[src/rtl/gobh_pkg.sv]
package gobh_pkg;

  // Widths of the fixed fields
  localparam int PIX_W     = 8;
  localparam int CNT_W     = 12;
  localparam int CFG_IDX_W = 3;
  localparam int CFG_DAT_W = 7;

  // Only orientation bins 0..4 can receive votes (dx, dy are non-negative)
  localparam int VOTE_BINS = 5;
  localparam int BIN_IDX_W = 3;

  // dx^2 + dy^2 for 8-bit dx, dy fits in this many bits
  localparam int SQ_W = 17;

  // tan(k*pi/9) thresholds for k = 1..4, scaled by 2^TAN_SHIFT
  localparam int TAN_SHIFT = 32;
  localparam int TAN_W     = 35;
  localparam int ORI_W     = PIX_W + TAN_W;
  localparam logic [TAN_W-1:0] TAN_THR [4] = '{
    35'd1563240253, 35'd3603905474, 35'd7439101574, 35'd24357969942
  };

  // Configuration register indexes
  localparam logic [CFG_IDX_W-1:0] CFG_IMAGE_SIZE   = 3'd0;
  localparam logic [CFG_IDX_W-1:0] CFG_CELL_SIZE    = 3'd1;
  localparam logic [CFG_IDX_W-1:0] CFG_CELL_STRIDE  = 3'd2;
  localparam logic [CFG_IDX_W-1:0] CFG_BLOCK_SIZE   = 3'd3;
  localparam logic [CFG_IDX_W-1:0] CFG_BLOCK_STRIDE = 3'd4;
  localparam logic [CFG_IDX_W-1:0] CFG_NUM_BINS     = 3'd5;

  // Neighbor fetch order
  localparam logic [2:0] NB_LEFT  = 3'd0;
  localparam logic [2:0] NB_RIGHT = 3'd1;
  localparam logic [2:0] NB_UP    = 3'd2;
  localparam logic [2:0] NB_DOWN  = 3'd3;
  localparam logic [2:0] NB_LAST  = 3'd4;

  typedef enum logic [2:0] {
    ST_IDLE,
    ST_BLK,
    ST_CELL,
    ST_READ,
    ST_MAGW,
    ST_ARG,
    ST_CNT,
    ST_EMIT
  } gobh_state_e;

  typedef struct packed {
    logic             start;
    logic [PIX_W-1:0] dx;
    logic [PIX_W-1:0] dy;
  } gobh_mag_req_t;

  typedef struct packed {
    logic                 done;
    logic [BIN_IDX_W-1:0] bin;
  } gobh_mag_rsp_t;

endpackage

[src/rtl/gobh_mag_unit.sv]
module gobh_mag_unit #(
  parameter int FRAC_BITS = 8,
  parameter int MW        = 18
) (
  input  logic                    clk_i,
  input  logic                    rst_ni,
  input  gobh_pkg::gobh_mag_req_t req_i,
  output gobh_pkg::gobh_mag_rsp_t rsp_o,
  output logic [MW-1:0]           mag_o
);

  localparam int VW  = gobh_pkg::SQ_W + 2 * FRAC_BITS;
  localparam int RW  = (VW + 1) / 2;
  localparam int STW = $clog2(RW + 4);
  localparam logic [STW-1:0] ST_LAST = STW'(RW + 2);

  logic                       active_q, active_d;
  logic [STW-1:0]             step_q, step_d;
  logic [gobh_pkg::PIX_W-1:0] dx_q, dx_d, dy_q, dy_d;
  logic [VW-1:0]              rem_q, rem_d, root_q, root_d, bitpos_q, bitpos_d;
  logic [gobh_pkg::BIN_IDX_W-1:0] bin_q, bin_d;
  logic                       done_q, done_d;
  logic [MW-1:0]              mag_q, mag_d;

  logic [gobh_pkg::PIX_W-1:0]   op;
  logic [2*gobh_pkg::PIX_W-1:0] sq;
  logic [VW-1:0]                trial;
  logic [1:0]                   ori_k;
  logic [gobh_pkg::ORI_W-1:0]   ori_lhs, ori_rhs;
  logic [STW-1:0]               step_m2;

  // one 8x8 squarer, shared by dx and dy
  assign op      = (step_q == '0) ? dx_q : dy_q;
  assign sq      = op * op;
  assign trial   = root_q + bitpos_q;
  assign step_m2 = step_q - STW'(2);
  assign ori_k   = step_m2[1:0];
  assign ori_lhs = {dx_q, {gobh_pkg::TAN_SHIFT{1'b0}}} & {gobh_pkg::ORI_W{1'b1}};
  assign ori_rhs = {{gobh_pkg::PIX_W{1'b0}}, gobh_pkg::TAN_THR[ori_k]}
                 * {{gobh_pkg::TAN_W{1'b0}}, dy_q};

  always_comb begin
    active_d = active_q;
    step_d   = step_q;
    dx_d     = dx_q;
    dy_d     = dy_q;
    rem_d    = rem_q;
    root_d   = root_q;
    bitpos_d = bitpos_q;
    bin_d    = bin_q;
    done_d   = 1'b0;
    mag_d    = mag_q;
    if (!active_q) begin
      if (req_i.start) begin
        active_d = 1'b1;
        step_d   = '0;
        dx_d     = req_i.dx;
        dy_d     = req_i.dy;
        bin_d    = '0;
      end
    end else begin
      step_d = step_q + STW'(1);
      if (step_q == '0) begin
        rem_d = VW'(sq);
      end else if (step_q == STW'(1)) begin
        rem_d    = (rem_q + VW'(sq)) << (2 * FRAC_BITS);
        root_d   = '0;
        bitpos_d = VW'(1) << (2 * (RW - 1));
      end else if (step_q != ST_LAST) begin
        // one result bit per cycle
        if (rem_q >= trial) begin
          rem_d  = rem_q - trial;
          root_d = (root_q >> 1) + bitpos_q;
        end else begin
          root_d = root_q >> 1;
        end
        bitpos_d = bitpos_q >> 2;
        // orientation threshold k, one per cycle on the first four steps
        if (step_q < STW'(6) && ori_lhs >= ori_rhs) begin
          bin_d = gobh_pkg::BIN_IDX_W'(ori_k) + gobh_pkg::BIN_IDX_W'(1);
        end
      end else begin
        mag_d = MW'(root_q) + MW'(rem_q > root_q);
        if (dx_q == '0 && dy_q == '0) begin
          bin_d = '0;
        end
        done_d   = 1'b1;
        active_d = 1'b0;
      end
    end
  end

  always_ff @(posedge clk_i or negedge rst_ni) begin
    if (!rst_ni) begin
      active_q <= 1'b0;
      step_q   <= '0;
      done_q   <= 1'b0;
    end else begin
      active_q <= active_d;
      step_q   <= step_d;
      done_q   <= done_d;
    end
  end

  always_ff @(posedge clk_i) begin
    dx_q     <= dx_d;
    dy_q     <= dy_d;
    rem_q    <= rem_d;
    root_q   <= root_d;
    bitpos_q <= bitpos_d;
    bin_q    <= bin_d;
    mag_q    <= mag_d;
  end

  assign rsp_o.done = done_q;
  assign rsp_o.bin  = bin_q;
  assign mag_o      = mag_q;

endmodule

[config.mk]
export PLATFORM = sky130hd
export DESIGN_NAME = gobh_mag_unit
export DESIGN_NICKNAME = d
export VERILOG_FILES = /design/src/rtl/gobh_pkg.sv /design/src/rtl/gobh_mag_unit.sv
export SDC_FILE = /design/constraint.sdc
export NUM_CORES = 1
export LEC_CHECK = 0
export BUFFER_PORTS_ARGS = -buffer_cell sky130_fd_sc_hd__buf_2
export CORE_MARGIN = 2
export CORE_UTILIZATION = 66
export CTS_CLUSTER_DIAMETER = 200
export DETAILED_ROUTE_END_ITERATION = 16
export GPL_TIMING_DRIVEN = 0
export PLACE_DENSITY = 0.79
export SYNTH_ARGS = -nofsm -noshare
export SYNTH_HDL_FRONTEND = slang
export SYNTH_SLANG_ARGS = --single-unit
[constraint.sdc]
create_clock -name clk_i -period 9.7 [get_ports clk_i]
set_input_delay 2.425 -clock clk_i [delete_from_list [all_inputs] [get_ports clk_i]]
set_output_delay 2.425 -clock clk_i [all_outputs]
set_load 0.05 [all_outputs]
==> implementation parameters, run 1 <==
Parameter                              Value

Worst setup path
  Setup crit end kind ... register
  Gate family responsible for the most delay along the worst path ... adder cells
  CP Class ... register to register
  Worst Path Arrival ... 9.61 ns
  Number of buffers and inverters on the critical path ... 8
  Master of the slowest instance on the critical path ... sky130_fd_sc_hd__fa_1
  CP Max Fanout ... 10
  Largest incremental delay on the critical path ... 0.64 ns
  Crit path required time ... 9.87 ns
  Kind of launch point of the worst setup path ... register

Floorplan
  Full die area ... 31500 um^2
  Area inside the core boundary ... 29600 um^2
  Die W ... 177 um
  Starting utilization of the core area ... 67.0%
  Die boundary height ... 177 um
  Core Rows ... 63
  I/O pins ... 41

Min path
  Type of the tightest min-delay check ... register to register

Synth
  Synthesis-stage register bit count ... 127
  Count of different cell masters after synthesis ... 77
  Post-synthesis sequential area ratio ... 19.0%
  Number of enable-type register cells in the synthesized netlist ... 120
  Top_reg_cell synth ... sky130_fd_sc_hd__edfxtp_1
  Net count after synthesis ... 2674
  Main area contributors after synthesis ... sky130_fd_sc_hd__fa_1 21%, sky130_fd_sc_hd__edfxtp_1 18%, sky130_fd_sc_hd__ha_1 15%, sky130_fd_sc_hd__inv_1 6.7%, sky130_fd_sc_hd__xnor2_1 4.5%
  Synthesized-area fraction occupied by ao, oa, aoi and oai cells ... 15.2%
  Largest family of logic cells by synthesized area ... adder cells
  Commonest cells in the synthesized netlist ... 355 x sky130_fd_sc_hd__inv_1, 242 x sky130_fd_sc_hd__ha_1, 204 x sky130_fd_sc_hd__fa_1, 170 x sky130_fd_sc_hd__nor2_1, 143 x sky130_fd_sc_hd__nand2_1
  Proportion of synthesized area in mux cells ... 0.561%
  Top cell type's share of synthesized area ... 20.6%
  Number of warnings issued by yosys ... 0
  Adder-Cell Fraction of Synth Area ... 35.8%
  Cells after synthesis ... 2209
  Average footprint of a synthesized cell ... 8.99 um^2
  Cell type with the largest total area after synthesis ... sky130_fd_sc_hd__fa_1
  Basic-gate share of the synthesized area counting and, or, nand and nor cells ... 15.1%
  Cell area after technology mapping ... 19900 um^2
  Asr flop ratio synth ... 5.51%
  Top-count cell post-synth ... sky130_fd_sc_hd__inv_1
  XOR/XNOR Fraction of Synth Area ... 6.48%

Clocking
  Worst-Skew Late Latency ... 0.45 ns
  Total number of H-tree levels ... 4
  TritonCTS clock tree ... done
  Clock Pin Slew Worst Setup and Hold Paths ... 0.07 ns
  Clock tree root buffer cell ... sky130_fd_sc_hd__clkbuf_16
  Number of buffers created by CTS ... 17
  Maximum buffer depth of the clock tree ... 2
  Sink Count ... 127
  Number of hold buffers added after cts ... 0

Job
  MaxCap Viol Count ... 0

Global routing
  Vias in the first global route ... 17066
  Number of antenna violations at the first check in global routing ... 0
  Wire length of the first global-routing pass ... 91200 um
  Overall fraction of global-route tracks in use ... 37.9%
  Total congestion overflow ... 0
  Pin count of the biggest net entering global routing ... 30

Route
  Iteration-0 DRC Markers ... 1395
  Vias per std cell ... 6.24
  Total wirelength of the detailed-routed design ... 57300 um
  TritonRoute pass-1 iters ... 5
  Detailed-route via count ... 16731
  Antenna violation net count after detailed routing ... 0
  Residual DRC count ... 0
  Routed WL per cell ... 21.4 um

Final layout
  Final-stage net count ... 2742
  Final design utilization ... 72.3%
  Number of inserted diodes ... 0
  P&R area growth vs syn ... 7.89%
  Layout cell share with drive strength beyond 1 ... 6.99%

STA
  Slew of the pin with the lowest slew margin ... 1.07 ns
  Rel. slew slack ... 26.9%
  WHS ... 0.604 ns
  Sum of negative setup slack ... 0 ns
  Post-route fraction of the period consumed by the critical path ... 97.4%
  Clock tree skew after final layout ... 0.0146 ns
  Final Hold Fails ... 0
  Minimum clock period ... 9.44 ns
  Final number of max-transition violations ... 0
  Highest attainable clock frequency ... 106 MHz
  # setup viols final ... 0

Place
  Routability congestion estimate ... 1.01
  Number of input and output port buffers inserted ... 40
  Post-DP HPWL ... 47000 um

Status
  Status ... complete, no violations
cell usage in the layout (no fill, tap or decap), drive strengths merged, types with 43 or more instances in the layout:
| cell | n |
|---|---|
| o21ai | 100 |
| ha | 242 |
| clkbuf | 63 |
| edfxtp | 120 |
| a21oi | 110 |
| nand2b | 52 |
| inv | 362 |
| xor2 | 44 |
| fa | 204 |
| buf | 61 |
| nor2 | 170 |
| nor2b | 43 |
| and2 | 50 |
| xnor2 | 103 |
| a21o | 46 |
| nand2 | 143 |
per-layer routing:
layer	wire length (um)	vias to the layer above	global-route usage, %
met4	4020	0	24.2
met5	0	-	0
met2	28300	785	65.2
met3	3590	234	5.12
li1	-	7616	-
met1	21300	8096	44.6
what timing repair did:
action,4_1_cts,5_1_grt
pin swaps,6,4
endpoints found under the setup margin,3,3
buffers inserted,7,3
resized for setup,24,26
worst reg2reg max path: cells and delay by family, from the launching register on:
kind	cells	cell delay [ns]
simple gates	10	2.11
fa+ha+maj	7	3.01
flops	1	0.37
compound gates	13	2.53
xor+xnor	1	0.15
buf+inv	8	0.98
sequential cells by signal, indices dropped and copies added, names as in the netlist:
name      flops
rem_q        33
root_q       33
mag_o        18
bitpos_q     17
dx_q          8
dy_q          8
step_q        5
bin_q         3
active_q      1
done_q        1
cells by family (layout without fill, tap and decap cells):
group,count (synthesis),count (layout)
buffers and inverters,413,494
muxes,11,11
adders and majority gates,446,446
and+or+nand+nor,608,608
AOI/OAI and AO/OA,457,457
DFF,127,127
xor gates and xnor gates,147,147
path summary, 6_finish.rpt:
| path | startpoint | endpoint | slack [ns] | cells after the start |
|---|---|---|---|---|
| worst max-delay path | step_q[0]$_DFFE_PN0P_ | bin_q[1]$_SDFFCE_PN0P_ | 0.26 | 39 |
| worst min-delay path | bitpos_q[26]$_SDFFCE_PP0P_ | bitpos_q[24]$_SDFFCE_PP0P_ | 0.60 | 1 |
| worst max register to register | step_q[0]$_DFFE_PN0P_ | bin_q[1]$_SDFFCE_PN0P_ | 0.26 | 39 |
| worst min register to register | bitpos_q[26]$_SDFFCE_PP0P_ | bitpos_q[24]$_SDFFCE_PP0P_ | 0.60 | 1 |
| max in group asynchronous | rst_ni | step_q[1]$_DFFE_PN0P_ | 7.70 | 1 |
| min in group asynchronous | rst_ni | done_q$_DFF_PN0_ | 1.81 | 1 |
area by class of cell:
type | instances | area, um^2
clock inverters | 15 | 146
flip-flops and latches | 127 | 3780
plain buffers | 55 | 235
inverters | 355 | 1340
repair buffers | 52 | 323
fillers | 2331 | 8210
multi-input cells | 1669 | 14700
well taps | 390 | 488
clock buffers | 17 | 425
per-stage QoR:
stage	std cells	setup slack, ns	cell area [um^2]
final	2680	0.257	21400
after global routing	2680	-0.0365	21400
after CTS	2678	0.000908	21300
after detailed placement	2641	-1.59	20600
after global placement	2639	-1.63	20500
after floorplan	2209	1.33	19900
Power of run 1 is not shown: default switching activity piles up to over one toggle a cycle in this logic, so the estimate is an artifact.
==> run 2: changes to the inputs <==
- BUFFER_PORTS_ARGS: -buffer_cell sky130_fd_sc_hd__buf_2 -> -buffer_cell sky130_fd_sc_hd__clkbuf_2
- CORE_MARGIN: 2 -> unset
==> run 2 against run 1 <==
Effect of this change: the flow now finishes with violations (DRC); sequential share of layout area decreased by 0.14 points; core utilization grew 0.61 points; critical path depth down 3; global-route usage rose by 0.65 points; final cell count increased by 0.37%; die area fell by 2.2%; maximum frequency is 1.2% lower; wire length grew 1.2%; register-to-register slack lost 0.11 ns.
==> implementation parameters, run 2 (same netlist as run 1, synthesis figures left out) <==
Parameter                              Value

Clocking
  Maximum buffer depth of the clock tree ... 2 (unchanged)
  Number of buffers created by CTS ... 17 (unchanged)
  Total number of H-tree levels ... 4 (unchanged)
  Clock Pin Slew Worst Setup and Hold Paths ... 0.06 ns (about the same)
  Worst-Skew Late Latency ... 0.45 ns (about the same)
  Clock tree root buffer cell ... sky130_fd_sc_hd__clkbuf_16
  Sink Count ... 127 (unchanged)
  TritonCTS clock tree ... done

Floorplan
  Area inside the core boundary ... 29600 um^2 (unchanged)
  Full die area ... 30800 um^2 (-2.2%)
  Die W ... 175 um (-1.1%)
  Core Rows ... 63 (unchanged)
  Starting utilization of the core area ... 67.0% (unchanged)
  Die boundary height ... 175 um (-1.1%)
  I/O pins ... 41 (unchanged)

Worst setup path
  Worst Path Arrival ... 9.67 ns (+0.06 ns)
  Master of the slowest instance on the critical path ... sky130_fd_sc_hd__fa_1
  Largest incremental delay on the critical path ... 0.53 ns (-0.11 ns)
  CP Max Fanout ... 10 (unchanged)
  R2r worst-path depth ... 36 (-7.7%)
  CP Class ... register to register
  Slack of the worst reg-to-reg path ... 0.15 ns (-0.11 ns)
  Start of the worst register-to-register path ... step_q[0]$_DFFE_PN0P_
  Worst flop-to-flop path endpoint ... bin_q[0]$_SDFFCE_PN0P_
  Crit path required time ... 9.81 ns (-0.06 ns)
  Kind of launch point of the worst setup path ... register
  Setup crit end kind ... register

Job
  MaxCap Viol Count ... 0 (unchanged)

Global routing
  Overall fraction of global-route tracks in use ... 38.6% (+0.65 points)
  Pin count of the biggest net entering global routing ... 32 (+6.7%)
  Vias in the first global route ... 16907 (-0.93%)
  Wire length of the first global-routing pass ... 89800 um (-1.5%)
  Total congestion overflow ... 0 (unchanged)
  Number of antenna violations at the first check in global routing ... 1 (+1)

STA
  Minimum clock period ... 9.55 ns (+0.111 ns)
  Min setup slack post-route ... 0.146 ns (-0.111 ns)
  Clock tree skew after final layout ... 0.0137 ns (-0.000883 ns)
  Final number of max-transition violations ... 0 (unchanged)
  Highest attainable clock frequency ... 105 MHz (-1.2%)
  Final Hold Fails ... 0 (unchanged)
  # setup viols final ... 0 (unchanged)
  Post-route fraction of the period consumed by the critical path ... 98.5% (+1.1 points)
  Rel. slew slack ... 17.1% (-9.8 points)
  Slew of the pin with the lowest slew margin ... 1.24 ns (+0.177 ns)

Final layout
  Post-route design area ... 21600 um^2 (+0.85%)
  Layout cell share with drive strength beyond 1 ... 7.61% (+0.63 points)
  P&R area growth vs syn ... 8.80%
  Final-stage net count ... 2752 (+0.36%)
  Leading cell type in the layout, fill and taps excluded ... sky130_fd_sc_hd__inv_1
  Final design utilization ... 72.9% (+0.61 points)
  Commonest non-fill, non-tap cells in the layout ... 352 x sky130_fd_sc_hd__inv_1, 235 x sky130_fd_sc_hd__ha_1, 204 x sky130_fd_sc_hd__fa_1, 166 x sky130_fd_sc_hd__nor2_1, 142 x sky130_fd_sc_hd__nand2_1
  Final-layout fill cell count ... 2260 (-3.0%)
  Final non-filler cell total ... 2690 (+0.37%)

Route
  Total wirelength of the detailed-routed design ... 58000 um (+1.2%)
  TritonRoute pass-1 iters ... 13 (+8)
  Iteration-0 DRC Markers ... 1458 (+4.5%)
  Detailed-route via count ... 16751 (+0.12%)
  Residual DRC count ... 4 (+4)
  Vias per std cell ... 6.23 (-0.25%)
  Routed WL per cell ... 21.5 um (+0.84%)
  Antenna violation net count after detailed routing ... 0 (unchanged)

Place
  Worst setup timing slack at the placement stage ... -1.86 ns (-0.263 ns)
  Routability congestion estimate ... 0.987 (-2.3%)
  Post-DP HPWL ... 47200 um (+0.31%)
  Placed inst area ... 20600 um^2 (unchanged)
  Placed cells ... 2641 (unchanged)
  Number of input and output port buffers inserted ... 40 (unchanged)

Min path
  Endpoint of the worst hold-timing path ... bitpos_q[24]$_SDFFCE_PP0P_
  Worst Hold Depth ... 1 (unchanged)
  Start point of the worst min-delay path ... bitpos_q[26]$_SDFFCE_PP0P_
  Type of the tightest min-delay check ... register to register

Status
  Violated checks ... DRC
  Status ... finished, violations left
[run 2: changes by cell type in the layout (fill, tap and decap cells not counted), sizes merged]
cell / before / now
diode: 0 / 1
clkbuf: 63 / 101
buf: 61 / 33
clkinv: 4 / 5
inv: 362 / 354
bufinv: 0 / 3
clkinvlp: 4 / 7
[run 2: worst max-delay path by stage]
| stage | startpoint | end | slack [ns] | depth (start not counted) |
|---|---|---|---|---|
| floorplan | step_q[0]$_DFFE_PN0P_ | bin_q[0]$_SDFFCE_PN0P_ | 1.33 | 38 |
| global placement | step_q[0]$_DFFE_PN0P_ | bin_q[0]$_SDFFCE_PN0P_ | -1.89 | 35 |
| detailed placement | step_q[0]$_DFFE_PN0P_ | bin_q[1]$_SDFFCE_PN0P_ | -1.86 | 35 |
| CTS | step_q[0]$_DFFE_PN0P_ | bin_q[0]$_SDFFCE_PN0P_ | 0.005 | 37 |
| global route | step_q[0]$_DFFE_PN0P_ | bin_q[2]$_SDFFCE_PN0P_ | -0.03 | 35 |
| finish | step_q[0]$_DFFE_PN0P_ | bin_q[0]$_SDFFCE_PN0P_ | 0.15 | 36 |
[run 2: stage by stage]
stage	hold WS (ns)	setup TNS, ns
after floorplan	0.558	0
after global placement	0.583	-5.67
after detailed placement	0.588	-5.57
after CTS	0.600	0
after global routing	0.613	-0.102
final	0.599	0
[run 2: final cells by class]
type | instances | area (um^2) | area share (%)
Multi-Input combinational cell | 1669 | 14700 | 68.3
Clock buffer | 17 | 425 | 1.97
Sequential cell | 127 | 3780 | 17.5
Antenna cell | 1 | 2.50 | 0.0116
Buffer | 53 | 239 | 1.11
Timing Repair Buffer | 64 | 413 | 1.91
Tap cell | 390 | 488 | 2.26
Inverter | 355 | 1340 | 6.22
Clock inverter | 14 | 166 | 0.770
[run 2: timing repair]
action	CTS	global route
buffers inserted	12	10
pin swaps	10	13
hold buffers	0	0
endpoints found under the setup margin	3	3
resized for setup	44	21
[run 2: per-layer routing]
metal | GRT usage, % | share of wire, %
met1 | 44.8 | 38
met2 | 67.5 | 50
met3 | 5.67 | 6.5
met4 | 23.1 | 6.3
met5 | 0 | 0
[run 2: critical path, delay by kind of cell, from the launching register on]
family	cells	cell delay, ns
AOI/OAI and AO/OA	12	2.88
xor gates and xnor gates	1	0.15
adders and majority gates	7	3.05
buffers and inverters	7	0.82
DFF	1	0.38
and+or+nand+nor	9	1.93
Power of run 2 is left out for the same reason.
==> run 3: changes to the inputs <==
- CTS_CLUSTER_SIZE: unset -> 8
- GPL_TIMING_DRIVEN: 0 -> unset
==> run 3 against run 2 <==
Effect of this change: the run still ends with DRC left; critical path depth is the same; setup slack gained 0.42 ns; global-route usage shrank 0.38 points; sequential share of layout area grew 0.28 points; clock skew shrank 0.0011 ns; maximum frequency grew 4.6%; flip-flop and latch count is the same; first-iteration DRC count shrank 24%; critical path type unchanged; largest cell class unchanged.
==> implementation parameters, run 3 (same netlist as run 1, synthesis figures left out) <==
Parameter                              Value

Status
  Status ... finished, violations left
  Violated checks ... DRC

Worst setup path
  CP Max Fanout ... 10 (unchanged)
  CP Class ... register to register
  Largest incremental delay on the critical path ... 0.57 ns (+0.04 ns)
  Worst Path Arrival ... 9.26 ns (-0.41 ns)
  Crit path required time ... 9.83 ns (+0.02 ns)
  Kind of launch point of the worst setup path ... register
  Master of the slowest instance on the critical path ... sky130_fd_sc_hd__fa_1
  Setup crit end kind ... register

STA
  # setup viols final ... 0 (unchanged)
  Rel. slew slack ... 23.7% (+6.6 points)
  Clock tree skew after final layout ... 0.0126 ns (-0.00109 ns)
  Post-route fraction of the period consumed by the critical path ... 94.2% (-4.3 points)
  Slew of the pin with the lowest slew margin ... 1.14 ns (-0.101 ns)
  Highest attainable clock frequency ... 109 MHz (+4.6%)
  WHS ... 0.593 ns (-0.00660 ns)
  Final number of max-transition violations ... 0 (unchanged)
  Final Hold Fails ... 0 (unchanged)
  Minimum clock period ... 9.14 ns (-0.418 ns)

Route
  TritonRoute pass-1 iters ... 11 (-2)
  Routed WL per cell ... 21.2 um (-1.7%)
  Residual DRC count ... 2 (-2)
  Antenna violation net count after detailed routing ... 0 (unchanged)
  Total wirelength of the detailed-routed design ... 56100 um (-3.2%)
  Detailed-route via count ... 16333 (-2.5%)
  Vias per std cell ... 6.17 (-0.99%)
  Iteration-0 DRC Markers ... 1103 (-24%)

Final layout
  Layout cell share with drive strength beyond 1 ... 6.64% (-0.97 points)
  Commonest non-fill, non-tap cells in the layout ... 354 x sky130_fd_sc_hd__inv_1, 241 x sky130_fd_sc_hd__ha_1, 204 x sky130_fd_sc_hd__fa_1, 167 x sky130_fd_sc_hd__nor2_1, 143 x sky130_fd_sc_hd__nand2_1
  Leading cell type in the layout, fill and taps excluded ... sky130_fd_sc_hd__inv_1
  Final-stage net count ... 2711 (-1.5%)
  Number of inserted diodes ... 0 (-1)
  Final design utilization ... 71.7% (-1.2 points)
  P&R area growth vs syn ... 7.02%

Floorplan
  Die W ... 175 um (unchanged)
  I/O pins ... 41 (unchanged)
  Full die area ... 30800 um^2 (unchanged)
  Starting utilization of the core area ... 67.0% (unchanged)
  Core Rows ... 63 (unchanged)
  Area inside the core boundary ... 29600 um^2 (unchanged)
  Die boundary height ... 175 um (unchanged)

Min path
  Type of the tightest min-delay check ... register to register

Global routing
  Overall fraction of global-route tracks in use ... 38.2% (-0.38 points)
  Pin count of the biggest net entering global routing ... 60 (+88%)
  Number of antenna violations at the first check in global routing ... 0 (-1)
  Vias in the first global route ... 17035 (+0.76%)
  Wire length of the first global-routing pass ... 90000 um (+0.25%)
  Total congestion overflow ... 0 (unchanged)

Clocking
  TritonCTS clock tree ... done
  Number of buffers created by CTS ... 17 (unchanged)
  Total number of H-tree levels ... 4 (unchanged)
  Number of hold buffers added after cts ... 0 (unchanged)
  Worst-Skew Late Latency ... 0.45 ns (about the same)
  Sink Count ... 127 (unchanged)
  Clock Pin Slew Worst Setup and Hold Paths ... 0.07 ns (about the same)
  Maximum buffer depth of the clock tree ... 2 (unchanged)
  Clock tree root buffer cell ... sky130_fd_sc_hd__clkbuf_16

Job
  MaxCap Viol Count ... 0 (unchanged)

Place
  Post-DP HPWL ... 45800 um (-3.0%)
  Number of input and output port buffers inserted ... 40 (unchanged)
  Routability congestion estimate ... 1.01 (+2.0%)
-- run 3: cell count changes in the layout (fill, tap and decap cells not counted), moves of 4 or more --
cell                         delta
sky130_fd_sc_hd__clkbuf_1      -39
sky130_fd_sc_hd__buf_4         +13
sky130_fd_sc_hd__clkinvlp_4     -7
sky130_fd_sc_hd__inv_8          +7
sky130_fd_sc_hd__buf_2          -6
sky130_fd_sc_hd__ha_1           +6
sky130_fd_sc_hd__nor2b_1        +5
sky130_fd_sc_hd__ha_4           -4
sky130_fd_sc_hd__nor2b_2        -4
-- run 3: final cells by class --
cell class / instances / area, um^2
Clock buffer: 17 / 425
Sequential cell: 127 / 3780
Fill cell: 2291 / 8380
Clock inverter: 15 / 164
Tap cell: 390 / 488
Multi-Input combinational cell: 1669 / 14600
Inverter: 355 / 1330
Timing Repair Buffer: 76 / 470
-- run 3: timing repair --
item | in CTS | in global routing
gates resized for setup | 0 | 15
setup buffers | 0 | 6
setup endpoints to repair | 0 | 3
hold endpoints to repair | 0 | 0
-- run 3: final timing paths --
kind	cells after the start	slack [ns]	startpoint	end
max reg2reg	36	0.56	step_q[1]$_DFFE_PN0P_	bin_q[1]$_SDFFCE_PN0P_
min in group asynchronous	1	1.82	rst_ni	done_q$_DFF_PN0_
min	1	0.59	bitpos_q[22]$_SDFFCE_PP0P_	bitpos_q[20]$_SDFFCE_PP0P_
min reg2reg	1	0.59	bitpos_q[22]$_SDFFCE_PP0P_	bitpos_q[20]$_SDFFCE_PP0P_
max	36	0.56	step_q[1]$_DFFE_PN0P_	bin_q[1]$_SDFFCE_PN0P_
max in group asynchronous	1	7.68	rst_ni	step_q[1]$_DFFE_PN0P_
-- run 3: worst max-delay path, delay by kind of cell, from the launching register on --
family          cells  cell delay, ns
buf+inv             6            0.65
fa+ha+maj           7            3.17
simple gates       11            2.06
flops               1            0.40
compound gates     11            2.40
xor+xnor            1            0.13
-- run 3: routing by layer --
metal | global-route usage (%) | up-vias | routed length (um)
met2 | 68.1 | 674 | 28500
met5 | 0 | - | 0
li1 | - | 7561 | -
met4 | 24.0 | 0 | 3590
met3 | 4.91 | 188 | 3130
met1 | 43.3 | 7910 | 20900
-- run 3: metrics by stage --
| stage | setup WS, ns | area [um^2] | instances | TNS, ns |
|---|---|---|---|---|
| 2_1_floorplan | 1.33 | 19900 | 2209 | 0 |
| 3_3_place_gp | 0.386 | 20600 | 2611 | 0 |
| 3_5_place_dp | 0.183 | 20600 | 2611 | 0 |
| 4_1_cts | 0.105 | 21200 | 2643 | 0 |
| 5_1_grt | -0.0192 | 21300 | 2649 | -0.0573 |
| 6_report | 0.564 | 21300 | 2649 | 0 |
Power of run 3 is left out for the same reason.
